### src/lcwr_pkg.sv
// ----------------------------------------------------------------------------
// lcwr_pkg
// Shared constants, register codes and types of the load-cell weigh reader.
// ----------------------------------------------------------------------------
package lcwr_pkg;

    localparam int CODE_BITS    = 24;
    localparam int TARE_SAMPLES = 5;
    localparam int TARE_MEDIAN  = TARE_SAMPLES / 2;
    localparam int FILL_W       = $clog2(TARE_SAMPLES + 1);
    localparam int PC_W         = $clog2(CODE_BITS + 1);

    localparam int HALF_W   = 16;
    localparam int RECIP_W  = 24;
    localparam int LIMIT_W  = 24;
    localparam int WEIGHT_W = 24;
    localparam int PROD_W   = CODE_BITS + RECIP_W;

    localparam int CFG_IDX_W  = 2;
    localparam int CFG_DATA_W = 24;

    localparam logic [CFG_IDX_W-1:0] CFG_HALF_PERIOD  = CFG_IDX_W'(0);
    localparam logic [CFG_IDX_W-1:0] CFG_SCALE_RECIP  = CFG_IDX_W'(1);
    localparam logic [CFG_IDX_W-1:0] CFG_WEIGHT_LIMIT = CFG_IDX_W'(2);

    localparam logic [HALF_W-1:0]  HALF_RESET  = HALF_W'(50);
    localparam logic [RECIP_W-1:0] RECIP_RESET = RECIP_W'(81840);
    localparam logic [LIMIT_W-1:0] LIMIT_RESET = LIMIT_W'(100000);

    typedef logic [CODE_BITS-1:0] t_code;

    typedef struct packed {
        logic  serial_clock;
        logic  done;
        t_code raw;
    } t_seq_res;

    typedef struct packed {
        logic  tare_ready;
        logic  calc;
        t_code diff;
    } t_tare_res;

endpackage

### src/lcwr_in_if.sv
// ----------------------------------------------------------------------------
// lcwr_in_if
// Input channel: one beat per converter clock tick with the data line level.
// ----------------------------------------------------------------------------
interface lcwr_in_if;
    logic valid;
    logic ready;
    logic data_level;

    modport source (output valid, output data_level, input ready);
    modport sink (input valid, input data_level, output ready);
endinterface

### src/lcwr_out_if.sv
// ----------------------------------------------------------------------------
// lcwr_out_if
// Result channel: serial clock level, conversion status, raw code and weight.
// ----------------------------------------------------------------------------
interface lcwr_out_if;
    logic                              valid;
    logic                              ready;
    logic                              serial_clock;
    logic                              sample_valid;
    logic [lcwr_pkg::CODE_BITS-1:0]    raw_code;
    logic                              tare_ready;
    logic [lcwr_pkg::WEIGHT_W-1:0]     weight;

    modport source (output valid, output serial_clock, output sample_valid,
                    output raw_code, output tare_ready, output weight, input ready);
    modport sink (input valid, input serial_clock, input sample_valid,
                  input raw_code, input tare_ready, input weight, output ready);
endinterface

### src/lcwr_cfg_if.sv
// ----------------------------------------------------------------------------
// lcwr_cfg_if
// Configuration write channel: register index and write data.
// ----------------------------------------------------------------------------
interface lcwr_cfg_if;
    logic                               valid;
    logic                               ready;
    logic [lcwr_pkg::CFG_IDX_W-1:0]     index;
    logic [lcwr_pkg::CFG_DATA_W-1:0]    data;

    modport source (output valid, output index, output data, input ready);
    modport sink (input valid, input index, input data, output ready);
endinterface

### src/load_cell_weigh_reader.sv
// ----------------------------------------------------------------------------
// load_cell_weigh_reader
// Load-cell converter reader with serial readout, median tare and scaling.
// ----------------------------------------------------------------------------
// Each input beat is one tick carrying the sampled converter data line; the
// block takes one beat per clock cycle unless the result channel stalls, and
// returns one result beat per input beat, in order. The only stall comes from
// the result channel: the three-stage pipeline (sequencer and tare sort, then
// the 24x24 multiply, then the limit and held weight) moves only while its
// last stage can hand on its beat. The first five conversions after reset
// set the tare as their median and report weight zero. Configuration is
// always ready; index 3 is ignored.
module load_cell_weigh_reader (
    input  logic            i_clk,
    input  logic            i_rst_n,
    lcwr_in_if.sink         i_in,
    lcwr_out_if.source      o_out,
    lcwr_cfg_if.sink        i_cfg
);

    logic [lcwr_pkg::HALF_W-1:0]    r_half;
    logic [lcwr_pkg::RECIP_W-1:0]   r_recip;
    logic [lcwr_pkg::LIMIT_W-1:0]   r_limit;

    logic                           advance;
    logic                           accept;
    lcwr_pkg::t_seq_res             seq_res;
    lcwr_pkg::t_tare_res            tare_res;
    lcwr_pkg::t_code                r_held_raw, n_held_raw;

    logic                           r_s1_valid, r_s1_clk, r_s1_done, r_s1_tready, r_s1_calc;
    lcwr_pkg::t_code                r_s1_raw, r_s1_diff;
    logic                           r_s2_valid, r_s2_clk, r_s2_done, r_s2_tready;
    lcwr_pkg::t_code                r_s2_raw;
    logic                           r_out_valid, r_out_clk, r_out_done, r_out_tready;
    lcwr_pkg::t_code                r_out_raw;
    logic [lcwr_pkg::WEIGHT_W-1:0]  weight;

    assign advance     = !r_out_valid || o_out.ready;
    assign accept      = i_in.valid && advance;
    assign i_in.ready  = advance;
    assign i_cfg.ready = 1'b1;

    // configuration registers
    always_ff @(posedge i_clk) begin
        if (!i_rst_n) begin
            r_half  <= lcwr_pkg::HALF_RESET;
            r_recip <= lcwr_pkg::RECIP_RESET;
            r_limit <= lcwr_pkg::LIMIT_RESET;
        end else if (i_cfg.valid) begin
            case (i_cfg.index)
                lcwr_pkg::CFG_HALF_PERIOD:  r_half  <= i_cfg.data[lcwr_pkg::HALF_W-1:0];
                lcwr_pkg::CFG_SCALE_RECIP:  r_recip <= i_cfg.data[lcwr_pkg::RECIP_W-1:0];
                lcwr_pkg::CFG_WEIGHT_LIMIT: r_limit <= i_cfg.data[lcwr_pkg::LIMIT_W-1:0];
                default: begin
                end
            endcase
        end
    end

    lcwr_seq u_seq (
        .i_clk         (i_clk),
        .i_rst_n       (i_rst_n),
        .i_en          (accept),
        .i_data_level  (i_in.data_level),
        .i_half_period (r_half),
        .o_res         (seq_res)
    );

    lcwr_tare u_tare (
        .i_clk   (i_clk),
        .i_rst_n (i_rst_n),
        .i_en    (accept),
        .i_done  (seq_res.done),
        .i_raw   (seq_res.raw),
        .o_res   (tare_res)
    );

    assign n_held_raw = seq_res.done ? seq_res.raw : r_held_raw;

    // stage 1: sequencer and tare results
    always_ff @(posedge i_clk) begin
        if (!i_rst_n) begin
            r_held_raw  <= '0;
            r_s1_valid  <= 1'b0;
            r_s1_done   <= 1'b0;
            r_s1_calc   <= 1'b0;
        end else if (advance) begin
            r_s1_valid <= accept;
            r_s1_done  <= accept && seq_res.done;
            r_s1_calc  <= accept && tare_res.calc;
            if (accept) begin
                r_held_raw <= n_held_raw;
            end
        end
    end

    always_ff @(posedge i_clk) begin
        if (advance) begin
            r_s1_clk    <= seq_res.serial_clock;
            r_s1_tready <= tare_res.tare_ready;
            r_s1_raw    <= n_held_raw;
            r_s1_diff   <= tare_res.diff;
        end
    end

    lcwr_scale u_scale (
        .i_clk    (i_clk),
        .i_rst_n  (i_rst_n),
        .i_en     (advance),
        .i_upd    (r_s1_done),
        .i_calc   (r_s1_calc),
        .i_diff   (r_s1_diff),
        .i_recip  (r_recip),
        .i_limit  (r_limit),
        .o_weight (weight)
    );

    // stages 2 and 3: beat fields follow the multiply and limit
    always_ff @(posedge i_clk) begin
        if (!i_rst_n) begin
            r_s2_valid  <= 1'b0;
            r_out_valid <= 1'b0;
        end else if (advance) begin
            r_s2_valid  <= r_s1_valid;
            r_out_valid <= r_s2_valid;
        end
    end

    always_ff @(posedge i_clk) begin
        if (advance) begin
            r_s2_clk     <= r_s1_clk;
            r_s2_done    <= r_s1_done;
            r_s2_tready  <= r_s1_tready;
            r_s2_raw     <= r_s1_raw;
            r_out_clk    <= r_s2_clk;
            r_out_done   <= r_s2_done;
            r_out_tready <= r_s2_tready;
            r_out_raw    <= r_s2_raw;
        end
    end

    assign o_out.valid        = r_out_valid;
    assign o_out.serial_clock = r_out_clk;
    assign o_out.sample_valid = r_out_done;
    assign o_out.raw_code     = r_out_raw;
    assign o_out.tare_ready   = r_out_tready;
    assign o_out.weight       = weight;

endmodule

### src/lcwr_seq.sv
// ----------------------------------------------------------------------------
// lcwr_seq
// Serial readout sequencer: waits for data low, clocks out the code bits and
// the gain pulse, and shifts in the converter word.
// ----------------------------------------------------------------------------
module lcwr_seq (
    input  logic                           i_clk,
    input  logic                           i_rst_n,
    input  logic                           i_en,
    input  logic                           i_data_level,
    input  logic [lcwr_pkg::HALF_W-1:0]    i_half_period,
    output lcwr_pkg::t_seq_res             o_res
);

    localparam logic [2:0] PH_WAIT      = 3'd0;
    localparam logic [2:0] PH_SETTLE    = 3'd1;
    localparam logic [2:0] PH_HIGH      = 3'd2;
    localparam logic [2:0] PH_LOW       = 3'd3;
    localparam logic [2:0] PH_GAIN_HIGH = 3'd4;
    localparam logic [2:0] PH_GAIN_LOW  = 3'd5;

    localparam logic [lcwr_pkg::PC_W-1:0] PC_LAST = lcwr_pkg::PC_W'(lcwr_pkg::CODE_BITS);
    localparam lcwr_pkg::t_code SIGN_BIT = lcwr_pkg::t_code'(1) << (lcwr_pkg::CODE_BITS - 1);

    logic [2:0]                         r_phase, n_phase;
    logic [lcwr_pkg::HALF_W-1:0]        r_dc, n_dc;
    logic [lcwr_pkg::PC_W-1:0]          r_pc, n_pc;
    lcwr_pkg::t_code                    r_sw, n_sw;

    logic [lcwr_pkg::HALF_W-1:0]        half_eff;
    logic [lcwr_pkg::HALF_W-1:0]        dc_inc;
    logic                               half_done;
    logic [lcwr_pkg::HALF_W-1:0]        dc_half;
    logic [lcwr_pkg::PC_W-1:0]          pc_tmp;

    always_comb begin
        half_eff  = (i_half_period == '0) ? lcwr_pkg::HALF_W'(1) : i_half_period;
        dc_inc    = r_dc + lcwr_pkg::HALF_W'(1);
        half_done = (dc_inc >= half_eff);
        dc_half   = half_done ? '0 : dc_inc;

        n_phase = r_phase;
        n_dc    = r_dc;
        n_pc    = r_pc;
        n_sw    = r_sw;
        pc_tmp  = r_pc;

        o_res.serial_clock = 1'b0;
        o_res.done         = 1'b0;
        o_res.raw          = r_sw ^ SIGN_BIT;

        case (r_phase)
            PH_SETTLE: begin
                n_dc = dc_half;
                if (half_done) begin
                    n_phase = PH_HIGH;
                end
            end
            PH_HIGH: begin
                o_res.serial_clock = 1'b1;
                n_dc = dc_half;
                if (half_done) begin
                    n_phase = PH_LOW;
                end
            end
            PH_LOW: begin
                // sample on the first tick after the falling edge
                if (r_dc == '0 && r_pc < PC_LAST) begin
                    n_sw   = {r_sw[lcwr_pkg::CODE_BITS-2:0], i_data_level};
                    pc_tmp = r_pc + lcwr_pkg::PC_W'(1);
                end
                n_pc = pc_tmp;
                n_dc = dc_half;
                if (half_done) begin
                    n_phase = (pc_tmp < PC_LAST) ? PH_HIGH : PH_GAIN_HIGH;
                end
            end
            PH_GAIN_HIGH: begin
                o_res.serial_clock = 1'b1;
                n_dc = dc_half;
                if (half_done) begin
                    n_phase = PH_GAIN_LOW;
                end
            end
            PH_GAIN_LOW: begin
                n_dc = dc_half;
                if (half_done) begin
                    o_res.done = 1'b1;
                    n_phase    = PH_WAIT;
                    n_pc       = '0;
                    n_sw       = '0;
                end
            end
            default: begin
                n_dc    = '0;
                n_pc    = '0;
                n_sw    = '0;
                n_phase = i_data_level ? PH_WAIT : PH_SETTLE;
            end
        endcase
    end

    always_ff @(posedge i_clk) begin
        if (!i_rst_n) begin
            r_phase <= PH_WAIT;
            r_dc    <= '0;
            r_pc    <= '0;
            r_sw    <= '0;
        end else if (i_en) begin
            r_phase <= n_phase;
            r_dc    <= n_dc;
            r_pc    <= n_pc;
            r_sw    <= n_sw;
        end
    end

endmodule

### src/lcwr_tare.sv
// ----------------------------------------------------------------------------
// lcwr_tare
// Median tare: insertion-sorts the first conversions after reset and takes
// the middle entry as the tare; forms the net difference afterwards.
// ----------------------------------------------------------------------------
module lcwr_tare (
    input  logic                i_clk,
    input  logic                i_rst_n,
    input  logic                i_en,
    input  logic                i_done,
    input  lcwr_pkg::t_code     i_raw,
    output lcwr_pkg::t_tare_res o_res
);

    localparam logic [lcwr_pkg::FILL_W-1:0] FILL_FULL =
        lcwr_pkg::FILL_W'(lcwr_pkg::TARE_SAMPLES);
    localparam logic [lcwr_pkg::FILL_W-1:0] FILL_LAST =
        lcwr_pkg::FILL_W'(lcwr_pkg::TARE_SAMPLES - 1);

    lcwr_pkg::t_code                    r_sorted [lcwr_pkg::TARE_SAMPLES];
    lcwr_pkg::t_code                    n_sorted [lcwr_pkg::TARE_SAMPLES];
    logic [lcwr_pkg::FILL_W-1:0]        r_fill;
    lcwr_pkg::t_code                    r_tare;

    logic                               full;
    logic                               insert;
    logic [lcwr_pkg::FILL_W-1:0]        slot;

    always_comb begin
        full = (r_fill == FILL_FULL);
        slot = '0;
        // entries at or below the new code stay in place
        for (int i = 0; i < lcwr_pkg::TARE_SAMPLES; i++) begin
            if (lcwr_pkg::FILL_W'(i) < r_fill && r_sorted[i] <= i_raw) begin
                slot = slot + lcwr_pkg::FILL_W'(1);
            end
        end
        insert = i_en && i_done && !full;

        o_res.tare_ready = full || (i_done && r_fill == FILL_LAST);
        o_res.calc       = i_done && full && (i_raw > r_tare);
        o_res.diff       = i_raw - r_tare;
    end

    for (genvar j = 0; j < lcwr_pkg::TARE_SAMPLES; j++) begin : g_ins
        if (j == 0) begin : g_first
            assign n_sorted[j] = (slot == '0) ? i_raw : r_sorted[j];
        end else begin : g_rest
            assign n_sorted[j] = (lcwr_pkg::FILL_W'(j) < slot)  ? r_sorted[j] :
                                 (lcwr_pkg::FILL_W'(j) == slot) ? i_raw : r_sorted[j-1];
        end
    end

    always_ff @(posedge i_clk) begin
        if (insert) begin
            r_sorted <= n_sorted;
        end
    end

    always_ff @(posedge i_clk) begin
        if (!i_rst_n) begin
            r_fill <= '0;
            r_tare <= '0;
        end else if (insert) begin
            r_fill <= r_fill + lcwr_pkg::FILL_W'(1);
            if (r_fill == FILL_LAST) begin
                r_tare <= n_sorted[lcwr_pkg::TARE_MEDIAN];
            end
        end
    end

endmodule

### src/lcwr_scale.sv
// ----------------------------------------------------------------------------
// lcwr_scale
// Weight scaling: net difference times the calibration reciprocal, then the
// range limit; holds the last weight between conversions.
// ----------------------------------------------------------------------------
module lcwr_scale (
    input  logic                            i_clk,
    input  logic                            i_rst_n,
    input  logic                            i_en,
    input  logic                            i_upd,
    input  logic                            i_calc,
    input  lcwr_pkg::t_code                 i_diff,
    input  logic [lcwr_pkg::RECIP_W-1:0]    i_recip,
    input  logic [lcwr_pkg::LIMIT_W-1:0]    i_limit,
    output logic [lcwr_pkg::WEIGHT_W-1:0]   o_weight
);

    logic [lcwr_pkg::PROD_W-1:0]    r_prod;
    logic                           r_calc;
    logic                           r_upd;
    logic [lcwr_pkg::WEIGHT_W-1:0]  r_weight, n_weight;
    lcwr_pkg::t_code                w;

    always_comb begin
        w        = r_prod[lcwr_pkg::PROD_W-1:lcwr_pkg::RECIP_W];
        n_weight = r_weight;
        if (r_upd) begin
            n_weight = (r_calc && w <= i_limit) ? lcwr_pkg::WEIGHT_W'(w) : '0;
        end
    end

    always_ff @(posedge i_clk) begin
        if (i_en) begin
            r_prod <= lcwr_pkg::PROD_W'(i_diff) * lcwr_pkg::PROD_W'(i_recip);
        end
    end

    always_ff @(posedge i_clk) begin
        if (!i_rst_n) begin
            r_calc   <= 1'b0;
            r_upd    <= 1'b0;
            r_weight <= '0;
        end else if (i_en) begin
            r_calc   <= i_calc;
            r_upd    <= i_upd;
            r_weight <= n_weight;
        end
    end

    assign o_weight = r_weight;

endmodule
### src/flat_wrapper.sv
// flat-port wrapper written by rule: the top's interface ports become plain ports
module load_cell_weigh_reader_flat 
  (i_clk, i_rst_n, i_in_valid, i_in_data_level, i_in_ready, o_out_valid, o_out_serial_clock, o_out_sample_valid, o_out_raw_code, o_out_tare_ready, o_out_weight, o_out_ready, i_cfg_valid, i_cfg_index, i_cfg_data, i_cfg_ready);
  lcwr_in_if i_in_i ();
  lcwr_out_if o_out_i ();
  lcwr_cfg_if i_cfg_i ();
  input  logic i_clk;
  input  logic i_rst_n;
  input wire logic [$bits(i_in_i.valid)-1:0] i_in_valid;
  input wire logic [$bits(i_in_i.data_level)-1:0] i_in_data_level;
  output wire logic [$bits(i_in_i.ready)-1:0] i_in_ready;
  output wire logic [$bits(o_out_i.valid)-1:0] o_out_valid;
  output wire logic [$bits(o_out_i.serial_clock)-1:0] o_out_serial_clock;
  output wire logic [$bits(o_out_i.sample_valid)-1:0] o_out_sample_valid;
  output wire logic [$bits(o_out_i.raw_code)-1:0] o_out_raw_code;
  output wire logic [$bits(o_out_i.tare_ready)-1:0] o_out_tare_ready;
  output wire logic [$bits(o_out_i.weight)-1:0] o_out_weight;
  input wire logic [$bits(o_out_i.ready)-1:0] o_out_ready;
  input wire logic [$bits(i_cfg_i.valid)-1:0] i_cfg_valid;
  input wire logic [$bits(i_cfg_i.index)-1:0] i_cfg_index;
  input wire logic [$bits(i_cfg_i.data)-1:0] i_cfg_data;
  output wire logic [$bits(i_cfg_i.ready)-1:0] i_cfg_ready;
  assign i_in_i.valid = i_in_valid;
  assign i_in_i.data_level = i_in_data_level;
  assign i_in_ready = i_in_i.ready;
  assign o_out_valid = o_out_i.valid;
  assign o_out_serial_clock = o_out_i.serial_clock;
  assign o_out_sample_valid = o_out_i.sample_valid;
  assign o_out_raw_code = o_out_i.raw_code;
  assign o_out_tare_ready = o_out_i.tare_ready;
  assign o_out_weight = o_out_i.weight;
  assign o_out_i.ready = o_out_ready;
  assign i_cfg_i.valid = i_cfg_valid;
  assign i_cfg_i.index = i_cfg_index;
  assign i_cfg_i.data = i_cfg_data;
  assign i_cfg_ready = i_cfg_i.ready;
  load_cell_weigh_reader u_core (.i_clk(i_clk), .i_rst_n(i_rst_n), .i_in(i_in_i), .o_out(o_out_i), .i_cfg(i_cfg_i));
endmodule
### config.mk
export PLATFORM = sky130hd
export DESIGN_NAME = load_cell_weigh_reader_flat
export DESIGN_NICKNAME = d
export VERILOG_FILES = /design/src/lcwr_pkg.sv /design/src/lcwr_in_if.sv /design/src/lcwr_out_if.sv /design/src/lcwr_cfg_if.sv /design/src/load_cell_weigh_reader.sv /design/src/lcwr_seq.sv /design/src/lcwr_tare.sv /design/src/lcwr_scale.sv /design/src/flat_wrapper.sv
export SDC_FILE = /design/constraint.sdc
export NUM_CORES = 2
export LEC_CHECK = 0
export BUFFER_PORTS_ARGS = -buffer_cell sky130_fd_sc_hd__buf_2
export CAP_MARGIN = 20
export CORE_UTILIZATION = 50
export DETAILED_ROUTE_END_ITERATION = 6
export PLACE_DENSITY = 0.67
export RECOVER_POWER = 100
export SYNTH_ARGS = -nofsm -noshare
export SYNTH_HDL_FRONTEND = slang
export SYNTH_SLANG_ARGS = --single-unit
### constraint.sdc
create_clock -name i_clk -period 20.7 [get_ports i_clk]
set_clock_uncertainty 0.15 [all_clocks]
set_input_delay 1.035 -clock i_clk [delete_from_list [all_inputs] [get_ports i_clk]]
set_output_delay 1.035 -clock i_clk [all_outputs]
set_load 0.03 [all_outputs]
Word-level counts from Yosys, hierarchy flattened
Cells that the tools add are included.
{ "totals": {"in_bits": 32, "out_inout_bits": 54, "elab_cells": 159, "regBits": 466} }
{ "op_classes": {"multipliers": 1, "n_mux": 33, "n_addsub": 8, "eq_ne": 19, "order_cmp": 19, "bitwise_logic": 5, "reduce_logical": 38} }
{ "ops": {"columns": ["op", "n"], "rows": [
  ["2-to-1 mux 24 bit", 9],
  ["less-or-equal comparator 24 bit", 6],
  ["case mux 24 bit (3 select lines)", 1],
  ["multiplier 24 x 24 -> 48 bit", 1],
  ["2-to-1 mux 16 bit", 3],
  ["logical NOT 16 bit", 2],
  ["2-to-1 mux 3 bit", 10],
  ["greater-than comparator 24 bit", 1],
  ["subtractor 24 bit", 1],
  ["AND reduction 2 bit", 10],
  ["adder 16 x 1 -> 16 bit (second input constant)", 1],
  [">= comparator 16 bit", 1],
  ["adder 3 x 1 -> 3 bit (second input constant)", 5],
  ["2-to-1 mux 5 bit", 3],
  ["case mux 3 bit (5 select lines)", 1],
  ["case mux 5 bit (3 select lines)", 1],
  ["logical AND 1 bit", 14],
  ["== test 3 bit (second input constant)", 4],
  ["less-than comparator 2 x 3 -> 1 bit (first input constant)", 4],
  ["!= test 2 bit (second input constant)", 6],
  ["less-than comparator 5 bit (second input constant)", 2],
  ["less-than comparator 1 x 3 -> 1 bit (first input constant)", 3],
  ["== test 2 x 3 -> 1 bit (first input constant)", 2],
  ["== test 3 x 2 -> 1 bit (second input constant)", 2],
  ["19 further kinds", 30]
]} }

Depth between registers and ports, before layout
{ "depth": {"word_depth": 15, "mapped_depth": 28, "mapped_depth_nobuf": 26} }

Hierarchy
A second synthesis with hierarchy kept.
{ "unflattened": {"hier_cells": 4065, "hier_area_um2": 40470.1} }
{ "by_module_without_submodules": {"columns": ["module", "n_inst", "cells_each", "seq_area_each_um2", "area_each_um2"], "rows": [
  ["lcwr_scale", 1, 2187, 1241.2, 20153.1],
  ["lcwr_tare", 1, 972, 4144.0, 10253.6],
  ["load_cell_weigh_reader", 1, 513, 4984.8, 6904.1],
  ["lcwr_seq", 1, 393, 960.9, 3159.3]
]} }

Worst setup path after synthesis
Ideal clock, no wire load.
{ "synth_timing": {"path_kind": "input to register", "startpoint": "input o_out_ready", "endpoint": "register u_core.u_tare.r_sorted[100] (netlist name) (enable)", "n_path_buf": 2, "stages": 10, "arrival_ps": 7427, "setup_slack_ps": 12688, "t_required_ps": 20115, "setup_ps": 435, "path_cell_list": "nor2b_1 -> clkbuf_1 -> clkinv_1 -> and2_1 -> nand3_1 -> or2_2 -> clkbuf_1 -> a21oi_1 -> nand2_1 -> nor3_1"} }
{ "synth_via": {"elab_chain_len": 5} }
{ "synth_rtl": {"columns": ["item", "line", "rtl"], "rows": [
  ["from (decl)", "flat_wrapper.sv:18", "input wire logic [$bits(o_out_i.ready)-1:0] o_out_ready;"],
  ["logical OR 1 bit", "load_cell_weigh_reader.sv:39", "assign advance = !r_out_valid || o_out.ready;"],
  ["net i_in_ready", "flat_wrapper.sv:11", "output wire logic [$bits(i_in_i.ready)-1:0] i_in_ready;"],
  ["logical AND 1 bit", "load_cell_weigh_reader.sv:40", "assign accept = i_in.valid && advance;"],
  ["logical AND 1 bit (2 in a row)", "lcwr_tare.sv:38", "insert = i_en && i_done && !full;"],
  ["net u_core.u_tare.insert", "lcwr_tare.sv:26", "logic insert;"],
  ["AND reduction 2 bit (no line)", null, null],
  ["to (signal assigned)", "lcwr_tare.sv:56", "r_sorted <= n_sorted;"],
  ["to (decl)", "lcwr_tare.sv:20", "lcwr_pkg::t_code r_sorted [lcwr_pkg::TARE_SAMPLES];"]
]} }
The timed path passes the listed nets, and every way through them passes these cells.
A chain may end at the register's enable or synchronous reset.

Final worst setup path
{ "layout_timing": {"startpoint": "input o_out_ready", "endpoint": "register u_core.u_tare.r_sorted[72] (netlist name) (enable)"} }
{ "layout_via": {"elab_chain_len": 5} }
{ "layout_rtl": {"columns": ["item", "line"], "rows": [
  ["logical OR 1 bit", "load_cell_weigh_reader.sv:39"],
  ["logical AND 1 bit", "load_cell_weigh_reader.sv:40"],
  ["logical AND 1 bit (2 in a row)", "lcwr_tare.sv:38"],
  ["net u_core.u_tare.insert", "lcwr_tare.sv:26"],
  ["AND reduction 2 bit (no line)", null]
]} }
The timed path passes the listed nets, and every way through them passes these cells.

==> flow_summary.ini <==
[status]
outcome = finished, violations left
violations = capacitance limit, slew limit

[logic_synthesis]
synth_cell_type_count = 77
syn_area_per_cell_um2 = 9.76
synth_top_family_by_area = adder cells
synth-seq-cells = 442
synth-xor-area-share = 0.0150
synthSimpleGateAreaFrac = 0.149
synth_seq_area_share = 0.285
synth-compound-area-share = 0.0930
synthArstFlopShare = 0
synth_warnings = 0
synthMuxAreaShare = 0.0154
syn_nets = 4950
synth_cells = 4072
synth_fa_ha_area_frac = 0.357
synth_area_um2 = 39800
ys.flop_type = edfxtp_1
synth_edf_count = 248

[pwr]
peakVddDrop_uv = 66.5
power_density_nw_per_um2 = 52.9
p_leak_uw = 0.0192

[place]
hpwl_um = 74200
gp_congestion = 0.874
pre_cts_slack_ps = 12550
numPortBuffers = 84
dpl_cell_area_um2 = 41200

[global_route]
gr-total-overflow = 0
grt_pass1_vias = 29300
antenna_found_initial = 0
grtUsageTotal = 0.255
grt_max_degree = 90
grt_pass1_wl_um = 163000

[critical_path]
timing.rr.end = u_core.u_tare.r_sorted[72]$_DFFE_PP_
required_ps = 20680
worstSetupPathType = primary input to register
reg2reg_slack_ps = 10730
reg2reg_from = u_core.o_out.valid$_SDFFE_PN0N_
worstPathArrival_ps = 10070
rr_worst_depth = 10
worst-path-max-fanout = 70
critPathCaptureType = register
worst_setup_path_start_kind = primary input

[drt]
drtAntennaViolNets = 0
vias = 28700
avgViaCountPerCell = 5.55
drt_pass1_iterations = 6
wirelength_um = 101000
drt_drc_violations_left = 0
wl_per_cell_um = 19.6
dr.first_iter.drc_count = 1918

[clock_network]
worstSkewPairLatency_ps = 590
ctsHoldBuffers = 0
clock-sinks = 442
postCtsResizedCells = 0
cts_tree = built
htree_levels = 2
cts_buffer_depth = 3
cts_made_buffers = 47
cts_setup_buffers = 0
root_buffer = clkbuf_16
clk_pin_slew_ps = 60

[sta]
min_period_ps = 10080
final_max_slew_viol_count = 471
worst_pin_slew_ps = 4660
fmax_mhz = 99.2
setup_tns_ps = 0
hold_viol_final = 0
layout_setup_ws_ps = 10620
setup_violations = 0
rsz0062_at_grt = no
relSlewSlack = -2.11
period_share = 0.487

[min_path]
min_to = u_core.o_out.raw_code[5]$_DFFE_PN_
hold_start = u_core.r_s2_raw[5]$_DFFE_PN_
hold_depth = 0
worstHoldPathType = register to register

[finish]
finalNetCount = 4953
drive_gt1_frac = 0.0513
final_cell_area_um2 = 42700
syn2layout_area_growth_pct = 7.34
largest_register_ffs = 120
largest-register = u_core.u_tare.r_sorted
diodes = 0

[job]
drv_cap = 12

[floorplanning]
die-width_um = 284
row_count = 103
die_y_um = 284
core_area_um2 = 78900
start_util = 0.504
dieArea_um2 = 80700
num_io_pins = 86
==> cell usage after synthesis, types with 47 or more instances <==
library cell  number  share of area
a21o_1            47         0.0089
a21oi_1          207          0.026
a22o_1            50          0.011
and2_1           315          0.050
clkbuf_1         162          0.015
dfxtp_1          194          0.098
edfxtp_1         248           0.19
fa_1             482           0.24
ha_1             364           0.11
inv_1            684          0.065
nand2_1          554          0.052
nand3_1           60         0.0076
nor2_1            91         0.0086
o21ai_0           88          0.011
==> report_power, final <==
part	internal (µW)	switching (µW)	total, µW
clock network	536	383	919
registers	956	33.3	989
logic	133	216	349
==> critical path, stage by stage <==
cell and delay, ps:
buf_2 80, nor2b_1 30, clkbuf_1 260, clkinvlp_2 2020, and2_0 900, nand3_1 210
or2_0 1030, a21oi_2 370, clkbuf_1 1590, nand2_1 290, nor2_1 2190
==> layout by cell type, fill, tap and decap left out, types with 7 or more instances in the layout <==
cell type and instances:
a21boi_0 8, a21o_1 47, a21oi_1 205, a22o_1 50, a22oi_1 27, a31oi_1 7, and2_1 313, and3_1 22
buf_2 29, buf_4 47, bufinv_16 8, clkbuf_1 78, clkbuf_16 48, clkinv_2 9, dfxtp_1 194, edfxtp_1 248
fa_1 482, ha_1 364, inv_1 683, mux2_1 12, mux2_2 35, nand2_1 554, nand2b_1 11, nand3_1 60
nand3b_1 35, nand4_1 35, nor2_1 91, nor2b_1 20, nor3_1 18, nor4_1 10, o211ai_1 36, o21a_1 21
o21ai_0 106, o22ai_1 25, xnor2_1 42, xor2_1 21
==> through the flow <==
step	total power, µW	hold slack, ps	std cells	utilization
2_1_floorplan	1230	250	4072	-
3_3_place_gp	1350	252	5072	0.522
3_5_place_dp	1350	255	5073	0.523
4_1_cts	2270	265	5161	0.544
5_1_grt	2350	271	5164	0.541
6_report	2260	264	5164	0.541
==> cell families (layout without fill, tap and decap cells) <==
group | after synthesis | after routing
buffers and inverters | 879 | 921
other | 1 | 1
adders and majority gates | 846 | 846
muxes | 52 | 52
AOI/OAI and AO/OA | 583 | 583
and+or+nand+nor | 1204 | 1204
xor gates and xnor gates | 65 | 65
DFF | 442 | 442
==> routing by layer <==
metal | global-route usage | part of all wire | vias up
met1 | 0.346 | 0.43 | 14300
li1 | - | - | 13200
met5 | 0 | 0 | -
met4 | 0.0831 | 0.032 | 0
met3 | 0.0260 | 0.058 | 199
met2 | 0.429 | 0.48 | 938
==> final cells by class <==
class / count / area [µm²]
clock inverters: 33 / 444
inverters: 685 / 2570
fillers: 7078 / 36200
multi-input cells: 2751 / 25000
well taps: 1050 / 1310
repair buffers: 148 / 768
clock buffers: 55 / 1240
flip-flops and latches: 442 / 11300
==> how the worst max path moves through the flow <==
stage,startpoint,end,cells after the start
after CTS,u_core.r_recip[3]$_SDFFE_PN0P_,u_core.u_scale.r_prod[41]$_DFFE_PN_,25
after detailed placement,u_core.r_recip[3]$_SDFFE_PN0P_,u_core.u_scale.r_prod[41]$_DFFE_PN_,25
after global placement,u_core.r_recip[3]$_SDFFE_PN0P_,u_core.u_scale.r_prod[41]$_DFFE_PN_,25
after floorplan,o_out_ready,u_core.u_tare.r_sorted[100]$_DFFE_PP_,10
final,o_out_ready,u_core.u_tare.r_sorted[72]$_DFFE_PP_,11
after global routing,o_out_ready,u_core.u_tare.r_sorted[103]$_DFFE_PP_,12
(Power assumes the default switching activity.)
